### config.mk
export PLATFORM = sky130hd
export DESIGN_NAME = teleinfo_line_decoder_unit
export DESIGN_NICKNAME = d
export VERILOG_FILES = /design/src/rtl/core/tld_pkg.sv /design/src/rtl/core/tld_label_match.sv /design/src/rtl/core/tld_line_tracker.sv /design/src/rtl/core/teleinfo_line_decoder_unit.sv
export SDC_FILE = /design/constraint.sdc
export NUM_CORES = 1
export LEC_CHECK = 0
export BUFFER_PORTS_ARGS = -buffer_cell sky130_fd_sc_hd__buf_2
export CAP_MARGIN = 15
export CORE_UTILIZATION = 50
export DETAILED_ROUTE_END_ITERATION = 6
export GPL_ROUTABILITY_DRIVEN = 1
export PLACE_DENSITY = 0.78
export SLEW_MARGIN = 40
export SYNTH_ARGS = -nofsm -noshare
export SYNTH_HDL_FRONTEND = slang
export SYNTH_SLANG_ARGS = --single-unit
### constraint.sdc
create_clock -name i_clk -period 21.2 [get_ports i_clk]
set_input_delay 0 -clock i_clk [delete_from_list [all_inputs] [get_ports i_clk]]
set_output_delay 0 -clock i_clk [all_outputs]
set_load 0.03 [all_outputs]
### src/rtl/core/tld_pkg.sv
// tld_pkg: shared types, character codes and label tables of the line decoder.
// No dependencies.
package tld_pkg;

    localparam int LABEL_COUNT = 22;
    localparam int CODE_W      = 5;

    localparam logic [7:0] CH_NUL   = 8'h00;
    localparam logic [7:0] CH_LF    = 8'h0A;
    localparam logic [7:0] CH_CR    = 8'h0D;
    localparam logic [7:0] CH_SPACE = 8'h20;
    localparam logic [7:0] CH_ZERO  = 8'h30;
    localparam logic [7:0] CH_NINE  = 8'h39;
    localparam logic [7:0] CH_A     = 8'h41;
    localparam logic [7:0] CH_B     = 8'h42;
    localparam logic [7:0] CH_C     = 8'h43;
    localparam logic [7:0] CH_J     = 8'h4A;

    localparam logic [5:0] SUM_MASK   = 6'h3F;
    localparam logic [7:0] SUM_OFFSET = 8'h20;

    localparam logic [CODE_W-1:0] OPTARIF_CODE = 5'd1;

    localparam logic [2:0] TARIFF_NONE    = 3'd0;
    localparam logic [2:0] TARIFF_BASE    = 3'd1;
    localparam logic [2:0] TARIFF_OFFPEAK = 3'd2;
    localparam logic [2:0] TARIFF_PEAKDAY = 3'd3;
    localparam logic [2:0] TARIFF_TEMPO   = 3'd4;

    // labels packed first char high, zero padded on the left
    localparam logic [63:0] LABEL_NAMES [LABEL_COUNT] = '{
        "ADCO", "OPTARIF", "ISOUSC", "BASE", "HCHC", "HCHP", "EJPHPM", "EJPHN",
        "BBRHCJB", "BBRHPJB", "BBRHCJW", "BBRHPJW", "BBRHCJR", "BBRHPJR",
        "PTEC", "IINST", "IMAX", "PAPP", "DEMAIN", "HHPHC", "ADPS", "MOTDETAT"
    };

    // number of value characters taken for each label
    localparam logic [3:0] LABEL_WIDTHS [LABEL_COUNT] = '{
        4'd12, 4'd4, 4'd2, 4'd9, 4'd9, 4'd9, 4'd9, 4'd9, 4'd9, 4'd9, 4'd9,
        4'd9, 4'd9, 4'd9, 4'd4, 4'd3, 4'd3, 4'd5, 4'd4, 4'd1, 4'd3, 4'd6
    };

    typedef struct packed {
        logic              hit;
        logic [CODE_W-1:0] code;
    } t_match;

    typedef struct packed {
        logic [CODE_W-1:0] label_code;
        logic [39:0]       numeric_value;
        logic              is_number;
        logic [31:0]       value_head;
        logic [2:0]        tariff_option;
    } t_record;

endpackage

### src/rtl/core/tld_label_match.sv
// tld_label_match: compares the packed label against the fixed label table.
// Depends on tld_pkg.
module tld_label_match (
    input  logic [63:0]     i_label_chars,
    output tld_pkg::t_match o_match
);

    always_comb begin
        o_match = '0;
        // table names are distinct, so at most one entry hits
        for (int i = 0; i < tld_pkg::LABEL_COUNT; i++) begin
            if (i_label_chars == tld_pkg::LABEL_NAMES[i]) begin
                o_match.hit  = 1'b1;
                o_match.code = tld_pkg::CODE_W'(i);
            end
        end
    end

endmodule

### src/rtl/core/tld_line_tracker.sv
// tld_line_tracker: per-line state (checksum, label, value digits) and record build.
// Depends on tld_pkg and tld_label_match.
module tld_line_tracker #(
    parameter int LINE_BYTES = 32
) (
    input  logic             i_clk,
    input  logic             i_rst_n,
    input  logic             i_step,
    input  logic [7:0]       i_byte,
    output logic             o_rec_valid,
    output tld_pkg::t_record o_rec
);

    localparam int POS_W = $clog2(LINE_BYTES);
    localparam logic [POS_W-1:0] LAST_POS = POS_W'(LINE_BYTES - 1);

    logic [POS_W-1:0]           r_pos, n_pos;
    logic [5:0]                 r_lagged, n_lagged;
    logic [15:0]                r_recent, n_recent;
    logic [63:0]                r_label, n_label;
    logic                       r_space, n_space;
    logic [tld_pkg::CODE_W-1:0] r_matched, n_matched;
    logic                       r_lvalid, n_lvalid;
    logic [3:0]                 r_taken, n_taken;
    logic [39:0]                r_acc, n_acc;
    logic                       r_digits, n_digits;
    logic [31:0]                r_head, n_head;
    logic                       r_ovf, n_ovf;

    tld_pkg::t_match match;
    logic            is_digit;
    logic            sum_ok;

    tld_label_match u_match (
        .i_label_chars (r_label),
        .o_match       (match)
    );

    assign is_digit = (i_byte >= tld_pkg::CH_ZERO) && (i_byte <= tld_pkg::CH_NINE);
    assign sum_ok   = ({2'b00, r_lagged} + tld_pkg::SUM_OFFSET) == r_recent[7:0];

    // record fields come straight from the current line state
    always_comb begin
        o_rec.label_code    = r_matched;
        o_rec.is_number     = r_digits && (r_taken != 4'd0);
        o_rec.numeric_value = o_rec.is_number ? r_acc : 40'd0;
        o_rec.value_head    = r_head;
        o_rec.tariff_option = tld_pkg::TARIFF_NONE;
        if (r_matched == tld_pkg::OPTARIF_CODE) begin
            case (r_head[23:16])
                tld_pkg::CH_A: o_rec.tariff_option = tld_pkg::TARIFF_BASE;
                tld_pkg::CH_C: o_rec.tariff_option = tld_pkg::TARIFF_OFFPEAK;
                tld_pkg::CH_J: o_rec.tariff_option = tld_pkg::TARIFF_PEAKDAY;
                tld_pkg::CH_B: o_rec.tariff_option = tld_pkg::TARIFF_TEMPO;
                default:       o_rec.tariff_option = tld_pkg::TARIFF_NONE;
            endcase
        end
    end

    assign o_rec_valid = i_step && (i_byte == tld_pkg::CH_CR) && !r_ovf
                         && (r_pos != '0) && r_lvalid && sum_ok;

    always_comb begin
        n_pos     = r_pos;
        n_lagged  = r_lagged;
        n_recent  = r_recent;
        n_label   = r_label;
        n_space   = r_space;
        n_matched = r_matched;
        n_lvalid  = r_lvalid;
        n_taken   = r_taken;
        n_acc     = r_acc;
        n_digits  = r_digits;
        n_head    = r_head;
        n_ovf     = r_ovf;
        if (i_step) begin
            if ((i_byte == tld_pkg::CH_LF) || (i_byte == tld_pkg::CH_NUL)
                || (i_byte == tld_pkg::CH_CR)) begin
                n_pos     = '0;
                n_lagged  = '0;
                n_recent  = '0;
                n_label   = '0;
                n_space   = 1'b0;
                n_matched = '0;
                n_lvalid  = 1'b0;
                n_taken   = '0;
                n_acc     = '0;
                n_digits  = 1'b1;
                n_head    = '0;
                n_ovf     = 1'b0;
            end else if (r_ovf) begin
                n_ovf = 1'b1;
            end else if (r_pos == LAST_POS) begin
                n_ovf = 1'b1;
            end else begin
                // checksum covers bytes older than the last two
                if (r_pos >= POS_W'(2))
                    n_lagged = (r_lagged + r_recent[13:8]) & tld_pkg::SUM_MASK;
                n_recent = {r_recent[7:0], i_byte};
                n_pos    = r_pos + POS_W'(1);
                if (!r_space) begin
                    if (i_byte == tld_pkg::CH_SPACE) begin
                        n_space   = 1'b1;
                        n_matched = match.code;
                        n_lvalid  = match.hit;
                    end else if (r_label[63:56] != 8'd0) begin
                        n_label = '1;       // over-long label never matches
                    end else begin
                        n_label = {r_label[55:0], i_byte};
                    end
                end else if (r_lvalid && (r_taken < tld_pkg::LABEL_WIDTHS[r_matched])) begin
                    case (r_taken)
                        4'd0:    n_head = r_head | {i_byte, 24'd0};
                        4'd1:    n_head = r_head | {8'd0, i_byte, 16'd0};
                        4'd2:    n_head = r_head | {16'd0, i_byte, 8'd0};
                        4'd3:    n_head = r_head | {24'd0, i_byte};
                        default: n_head = r_head;
                    endcase
                    if (is_digit)
                        n_acc = (r_acc << 3) + (r_acc << 1) + {36'd0, i_byte[3:0]};
                    else
                        n_digits = 1'b0;
                    n_taken = r_taken + 4'd1;
                end
            end
        end
    end

    always_ff @(posedge i_clk) begin
        if (!i_rst_n) begin
            r_pos     <= '0;
            r_lagged  <= '0;
            r_recent  <= '0;
            r_label   <= '0;
            r_space   <= 1'b0;
            r_matched <= '0;
            r_lvalid  <= 1'b0;
            r_taken   <= '0;
            r_acc     <= '0;
            r_digits  <= 1'b1;
            r_head    <= '0;
            r_ovf     <= 1'b0;
        end else begin
            r_pos     <= n_pos;
            r_lagged  <= n_lagged;
            r_recent  <= n_recent;
            r_label   <= n_label;
            r_space   <= n_space;
            r_matched <= n_matched;
            r_lvalid  <= n_lvalid;
            r_taken   <= n_taken;
            r_acc     <= n_acc;
            r_digits  <= n_digits;
            r_head    <= n_head;
            r_ovf     <= n_ovf;
        end
    end

endmodule

### src/rtl/core/teleinfo_line_decoder_unit.sv
// teleinfo_line_decoder_unit: top level of the historic-mode meter line decoder.
// Depends on tld_pkg and tld_line_tracker (which uses tld_label_match).
//
// Takes one received meter byte per transfer and emits one record for each
// line that closes with a carriage return, passes the six-bit checksum and
// carries a known label. Line feed or a zero byte restarts the line; lines
// longer than LINE_BYTES-1 bytes are dropped. A byte is captured in an input
// register, applied to the line state when the byte stage advances, and a
// resulting record lands in an output register. Rate: one byte per cycle
// sustained while the output register is not stalled; the closing carriage
// return passes the input register, and its record is held valid in the
// output register. The only limit is the output register, which stalls the
// byte stage only while a record waits and the consumer holds i_rec_ready low. No clearing pass after reset.
module teleinfo_line_decoder_unit #(
    parameter int LINE_BYTES = 32
) (
    input  logic        i_clk,
    input  logic        i_rst_n,
    input  logic        i_rx_valid,
    output logic        o_rx_ready,
    input  logic [7:0]  i_rx_byte,
    output logic        o_rec_valid,
    input  logic        i_rec_ready,
    output logic [4:0]  o_label_code,
    output logic [39:0] o_numeric_value,
    output logic        o_is_number,
    output logic [31:0] o_value_head,
    output logic [2:0]  o_tariff_option
);

    // input stage
    logic       r_in_valid;
    logic [7:0] r_in_byte;

    // output stage
    logic             r_out_valid;
    tld_pkg::t_record r_out;

    logic             advance;   // input stage byte applied this cycle
    logic             rec_valid;
    tld_pkg::t_record rec;

    // byte stage moves whenever the output register is free or draining
    assign advance    = r_in_valid && (!r_out_valid || i_rec_ready);
    assign o_rx_ready = !r_in_valid || advance;

    always_ff @(posedge i_clk) begin
        if (!i_rst_n) begin
            r_in_valid <= 1'b0;
        end else if (o_rx_ready) begin
            r_in_valid <= i_rx_valid;
        end
    end

    always_ff @(posedge i_clk) begin
        if (o_rx_ready && i_rx_valid) begin
            r_in_byte <= i_rx_byte;
        end
    end

    tld_line_tracker #(
        .LINE_BYTES (LINE_BYTES)
    ) u_tracker (
        .i_clk       (i_clk),
        .i_rst_n     (i_rst_n),
        .i_step      (advance),
        .i_byte      (r_in_byte),
        .o_rec_valid (rec_valid),
        .o_rec       (rec)
    );

    always_ff @(posedge i_clk) begin
        if (!i_rst_n) begin
            r_out_valid <= 1'b0;
        end else if (rec_valid) begin
            r_out_valid <= 1'b1;
        end else if (i_rec_ready) begin
            r_out_valid <= 1'b0;
        end
    end

    always_ff @(posedge i_clk) begin
        if (rec_valid) begin
            r_out <= rec;
        end
    end

    assign o_rec_valid     = r_out_valid;
    assign o_label_code    = r_out.label_code;
    assign o_numeric_value = r_out.numeric_value;
    assign o_is_number     = r_out.is_number;
    assign o_value_head    = r_out.value_head;
    assign o_tariff_option = r_out.tariff_option;

`ifndef SYNTHESIS
    // a record built this cycle must be presented next cycle
    a_rec_lands: assert property (@(posedge i_clk) disable iff (!i_rst_n)
        rec_valid |=> o_rec_valid)
        else $error("record not presented after build");

    // ready low only while a byte waits behind a stalled record
    a_stall_reason: assert property (@(posedge i_clk) disable iff (!i_rst_n)
        !o_rx_ready |-> (r_in_valid && r_out_valid && !i_rec_ready))
        else $error("input stalled without cause");

    // non-numeric values report zero
    a_num_zero: assert property (@(posedge i_clk) disable iff (!i_rst_n)
        (o_rec_valid && !o_is_number) |-> (o_numeric_value == 40'd0))
        else $error("numeric value set on non-number");

    // tariff option only for the tariff label
    a_tariff_label: assert property (@(posedge i_clk) disable iff (!i_rst_n)
        (o_rec_valid && (o_label_code != tld_pkg::OPTARIF_CODE))
        |-> (o_tariff_option == tld_pkg::TARIFF_NONE))
        else $error("tariff option on wrong label");
`endif

endmodule

# After elaboration in Yosys (flattened, before gate mapping)
# Memory sizes are Yosys's and may differ from the RTL's.
# Index checks and enable logic that the tools add are counted.
word_totals:
  reg_bits: 265
  latchBits: 0
  ramBits: 0
  mem_bits_ro: 128
  inputBits: 12
  mem_count: 1
classes:
  add_sub_neg: 6
  n_mul: 0
  div_mod_pow: 0
  magnitude_cmp: 5
  n_eq_ne: 40
  shifts: 0
  n_mux: 84
  bitwise: 5
  n_reduce_logical: 37
mem_list:
  columns: ["memory", "words", "word_bits", "read_ports", "rd_clocked_by_memory_dff", "wr", "line_no", "text"]
  rows:
  - ["(no name shown)", 32, 4, 1, 0, 0, "tld_line_tracker.sv:111", "end else if (r_lvalid && (r_taken < tld_pkg::LABEL_WIDTHS[r_matched])) begin"]
ops:
  columns: ["operator", "count"]
  rows:
  - ["$eq 64x31->1 const B", 8]
  - ["$eq 64x55->1 const B", 7]
  - ["$mux 64", 6]
  - ["$mux 40", 6]
  - ["$eq 64x39->1 const B", 3]
  - ["$eq 64x47->1 const B", 3]
  - ["$mux 32", 5]
  - ["$mux 6", 26]
  - ["$pmux 32 s4", 1]
  - ["$eq 64x63->1 const B", 1]
  - ["$mux 14", 3]
  - ["$add 40x4->40", 1]
  - ["$add 40x40->40", 1]
  - ["$mux 5", 8]
  - ["$eq 8x7->1 const B", 4]
  - ["$or 32x16->32", 1]
  - ["$or 32x24->32", 1]
  - ["$or 32x32->32", 1]
  - ["$or 32x8->32", 1]
  - ["$mux 4", 7]
  - ["$mux 1", 21]
  - ["$reduce_and 6->1", 3]
  - ["$eq 8x4->1 const B", 2]
  - ["$reduce_and 5->1", 3]
  - ["other kinds (30)", 54]

# Depth between registers and ports, before layout
depth:
  depth_word: 28
  mapped_depth: 14
  depth_no_buf: 13

# Hierarchy
# Synthesis repeated with hierarchy kept, for this count alone.
unflattened:
  cells_unflattened: 1488
  hier_area_um2: 13922.1
modules_own_cells:
  columns: ["module", "n_inst", "cells_each", "area_per_inst_um2", "seq_area_each_um2"]
  rows:
  - ["tld_line_tracker", 1, 1208, 9948.3, 3483.3]
  - ["teleinfo_line_decoder_unit", 1, 98, 2776.4, 2712.6]
  - ["tld_label_match", 1, 182, 1197.4, 0.0]

# Worst setup path before layout
# Ideal clock, no wire load.
synth_timing:
  path_kind: "reg2reg"
  start: "register r_in_byte[4]"
  end: "register r_out (netlist bit o_is_number) (enable)"
  setup_time_ps: 723
  arrival_ps: 8851
  required_ps: 20477
  slack_ps: 11627
  path_stages_with_launch: 5
  path_buffers: 1
  period_less_slack_ps: 9573
  cell_sequence: "edfxtp_1 -> buf_2 -> nor4_2 -> nand3_1 -> nor4_1"
synth_via:
  elab_chain_len: 6
synth_lines:
  columns: ["item", "line_no", "text"]
  rows:
  - ["start, declared", "teleinfo_line_decoder_unit.sv:33", "logic [7:0] r_in_byte;"]
  - ["start signal, assigned", "teleinfo_line_decoder_unit.sv:57", "r_in_byte <= i_rx_byte;"]
  - ["$eq 8x4->1", "tld_line_tracker.sv:60", "assign o_rec_valid = i_step && (i_byte == tld_pkg::CH_CR) && !r_ovf"]
  - ["$logic_and 1x1->1 (2 in series)", "tld_line_tracker.sv:60", null]
  - ["$logic_and 1x1->1 (3 in series)", "tld_line_tracker.sv:61", "&& (r_pos != '0) && r_lvalid && sum_ok;"]
  - ["net rec_valid", "teleinfo_line_decoder_unit.sv:40", "logic rec_valid;"]
  - ["end signal, assigned", "teleinfo_line_decoder_unit.sv:84", "r_out <= rec;"]
  - ["end, declared", "teleinfo_line_decoder_unit.sv:37", "tld_pkg::t_record r_out;"]
# The timed path passes the listed nets, and every way through them passes these cells.
# A chain may end at the register's enable or synchronous reset.

# Worst setup path after layout
layout_timing:
  start: "register r_in_byte[3]"
  end: "register u_tracker.r_acc[39]"
layout_via:
  elab_chain_len: 7
  word_cells_on_any_way: 21
layout_lines:
  columns: ["item", "line_no", "text"]
  rows:
  - ["$add 40x4->40", "tld_line_tracker.sv:120", "n_acc = (r_acc << 3) + (r_acc << 1) + {36'd0, i_byte[3:0]};"]
  - ["$mux 40", "tld_line_tracker.sv:119", "if (is_digit)"]
  - ["$mux 40", "tld_line_tracker.sv:111", null]
  - ["$mux 40", "tld_line_tracker.sv:101", "if (!r_space) begin"]
  - ["$mux 40", "tld_line_tracker.sv:93", "end else if (r_pos == LAST_POS) begin"]
  - ["$mux 40", "tld_line_tracker.sv:91", "end else if (r_ovf) begin"]
  - ["$mux 40", "tld_line_tracker.sv:77", "if ((i_byte == tld_pkg::CH_LF) || (i_byte == tld_pkg::CH_NUL)"]
  - ["end signal, assigned", "tld_line_tracker.sv:152", "r_acc <= n_acc;"]
  - ["end, declared", "tld_line_tracker.sv:25", "logic [39:0] r_acc, n_acc;"]
# Parallel ways exist; a longest one is shown, timed or not. The select of a mux whose other input is x is not followed.

==> impl_metrics.csv <==
group,metric,value,unit
critical_path,cp.arrival,4.21,ns
critical_path,regToRegEndpoint,"u_tracker.r_acc[39]",
critical_path,critical_path_class,"flip-flop to flip-flop",
detailed_routing,wire_per_inst,17.4,um
place,placed_cells,1848,
yosys,synth_area_per_cell,9.26,um2
critical_path,critical_path_required,21.66,ns
grt,grt_usage,23.6,%
cells_and_area,fillers,2296,
yosys,ys_types,79,
sta,worst_slew_pin_slew,0.858,ns
critical_path,endpoint_kind,"flip-flop",
cells_and_area,area_delta_synth_final,13.8,%
pwr,ir_worst_vdd,0.0656,mV
sta,drv_slew,0,
clock_network,cts_tree,"yes",
min_path,hold_class,"primary input to flip-flop",
min_path,holdPathStages,3,
detailed_routing,vias,11100,
detailed_routing,drt_wl_total,33300,um
cells_and_area,multiInputGateArea,0.00705,mm2
cells_and_area,final_area,0.0155,mm2
critical_path,rrSetupSlack,17.45,ns
sta,rsz0062_at_grt,"false",
grt,grt_pass1_vias,10500,
pwr,leakage,6.28,nW
grt,grt_pass1_wl,54100,um
die,start_util,50.8,%
sta,skew,0.0234,ns
critical_path,reg2reg_from,"r_in_byte[3]",
critical_path,crit_fanout,15,
grt,antenna_found_initial,1,
die,die_w,167,um
grt,grt_overflow,0,
yosys,ys.warnings.count,0,
yosys,syn-cell-area,0.0136,mm2
yosys,yosysTopAreaCellShare,25.9,%
grt,grt_max_degree,68,
yosys,async_reset_ff_share,0,%
critical_path,critPathLaunchType,"flip-flop",
detailed_routing,drt_iter0_markers,981,
die,core_area,0.0268,mm2
place,dpl_cell_area,0.0144,mm2
cells_and_area,drive_above_1_share,11.9,%
place,gp_congestion,0.935,
clock_network,cts_sinks,265,
yosys,synth_top_area_cell,"dfxtp_1",
sta,fin_crit_sh,17.7,%
place,io_buffers,94,
die,dieArea,0.0279,mm2
clock_network,cts.path.max_buffers,3,
die,fp.dieH,167,um
place,dpl.hpwl,23300,um
place,place_ws,17.49,ns
clock_network,clk_pin_slew,0.06,ns
yosys,yosys-top-cells-area,"dfxtp_1 26%, edfxtp_1 20%, ha_1 8.7%, nand2_1 4.4%, nor2_1 4.1%",
status,status,"finished clean",
yosys,ys_ff_latch,265,
die,ioPinCount,95,
yosys,synthCells,1470,
detailed_routing,drc,0,
sta,hold_viol,0,
die,rows,60,
flow_run,cap_violations,0,
detailed_routing,first_pass_iters,5,
clock_network,htree_levels,1,
cells_and_area,seqCellArea,0.00620,mm2
clock_network,cts_made_buffers,29,
detailed_routing,ant_nets,0,
clock_network,cts_root_buf,"clkbuf_16",
yosys,synth.net_count,1580,
cells_and_area,final_cells,1913,
sta,fin_crit,3.75,ns
cells_and_area,final_nets,1659,
detailed_routing,viasPerCell,5.82,
min_path,hold_start,"i_rst_n",
sta,setup_viol,0,
sta,fin_ws,17.45,ns
min_path,min_to,"o_rec_valid",
clock_network,insertion_delay,0.57,ns
sta,clock.fmax,0.267,GHz
sta,slew_headroom,42.0,%
yosys,ys_seq_area_share,45.5,%
yosys,synth_edf_count,89,
critical_path,ff2ff_path_depth,11,
sta,setup_tns,0,ns
yosys,synthFlopType,"dfxtp_1",
pwr,p_per_area,77.6,mW/mm2
-- worst max-delay path by stage --
stage | startpoint | endpoint | slack, ns | depth (start not counted)
final | r_in_byte[3] | u_tracker.r_acc[39] | 17.45 | 11
after global routing | r_in_byte[3] | u_tracker.r_acc[38] | 17.19 | 12
after CTS | r_in_byte[3] | u_tracker.r_acc[39] | 17.46 | 11
after detailed placement | r_in_byte[3] | u_tracker.r_acc[39] | 17.49 | 11
after global placement | r_in_byte[3] | u_tracker.r_acc[38] | 17.56 | 12
after floorplan | r_in_byte[4] | o_is_number | 11.63 | 4
-- metrics by stage --
| stage | utilization [%] | total power [mW] | hold WS [ns] |
|---|---|---|---|
| after global routing | 57.8 | 1.24 | 0.103 |
| final | 57.8 | 1.20 | 0.0902 |
| after detailed placement | 53.7 | 0.694 | 0.183 |
| after CTS | 57.8 | 1.21 | 0.0813 |
| after global placement | 53.5 | 0.692 | 0.181 |
| after floorplan | - | 0.656 | 0.0989 |
-- worst max-delay path, stage by stage, from the launching register on --
cell and delay [ns]:
edfxtp_1 0.71, fa_1 0.52, ha_1 0.32, a211oi_1 0.10
o21a_1 0.22, o31ai_2 0.31, nor2_1 0.15, o31a_1 0.34
o21ai_1 0.22, nand3_1 0.15, or3_1 0.38, a32o_1 0.22
-- Yosys cell counts (9+ instances only) --
cell      instances
edfxtp_1         89
buf_2            17
clkbuf_1         47
xnor2_1          26
nand2_1         158
nor3_1           31
nand4_1          21
nor4_1           15
and3_1           14
dfxtp_1         176
o21ai_1          66
nor2_1          150
a21boi_0         19
and2_1           54
nand2b_1          9
o21ai_0          49
ha_1             95
xor2_1           25
nand3_1          85
or3_1             9
a21oi_1          78
inv_1            30
a21boi_1         29
nor2b_1          10
a21o_1           24
-- layout by cell type (no fill, tap or decap), types with 14 or more instances in the layout --
master and n:
clkbuf_16 30, nor3_1 31, nor2_1 149, xor2_1 25, nor4_1 14, a21oi_1 78
inv_1 30, a21boi_1 29, o21ai_0 49, a21o_1 24, dfxtp_1 176, ha_1 95
buf_2 94, o21ai_1 64, and3_1 14, xnor2_1 26, nand2_1 157, and2_1 54
a21boi_0 18, nand3_1 85, edfxtp_1 89, nand4_1 21
-- area by class of cell --
class	instances	area share, %
multi-input cells	1104	45.6
flip-flops and latches	265	40.0
clock buffers	43	5.42
repair buffers	118	4.56
well taps	341	2.76
clock inverters	10	0.929
inverters	31	0.752
diodes	1	0.0162
-- routing by layer --
layer  GRT usage (%)  share of wire (%)  up-vias
li1                -                  -     5448
met1            31.1                 44     5277
met2            39.9                 48      341
met3            3.97                5.9       60
met4            6.28                2.4        0
met5               0                  0        -
-- sequential cells by signal (all words and copies together), names as in the netlist --
name,cells
u_tracker.r_label,64
o_numeric_value,40
u_tracker.r_acc,40
o_value_head,32
u_tracker.r_head,32
u_tracker.r_recent,14
r_in_byte,8
u_tracker.r_lagged,6
o_label_code,5
u_tracker.r_matched,5
u_tracker.r_pos,5
u_tracker.r_taken,4
o_tariff_option,3
o_is_number,1
o_rec_valid,1
r_in_valid,1
u_tracker.r_digits,1
u_tracker.r_lvalid,1
u_tracker.r_ovf,1
u_tracker.r_space,1
-- power by group --
part,switching (mW),internal [mW],leakage (nW)
combinational,0.0860,0.0445,3.50
sequential,0.0216,0.535,2.31
clock,0.204,0.311,0.475
-- kinds of logic after synthesis --
logic type	Yosys count	share of synthesized area, %
xor gates and xnor gates	51	3.28
adders and majority gates	98	9.18
buffers and inverters	101	2.94
AOI/OAI and AO/OA	338	15.9
and+or+nand+nor	613	22.8
DFF	265	45.5
muxes	4	0.386
-- repair_timing --
| item | 4_1_cts | 5_1_grt |
|---|---|---|
| buffers inserted | 0 | 0 |
| hold endpoints to repair | 10 | 0 |
| gates resized for setup | 0 | 0 |
| hold buffers | 11 | 0 |
Note: power is estimated with default switching activity, not from simulation.
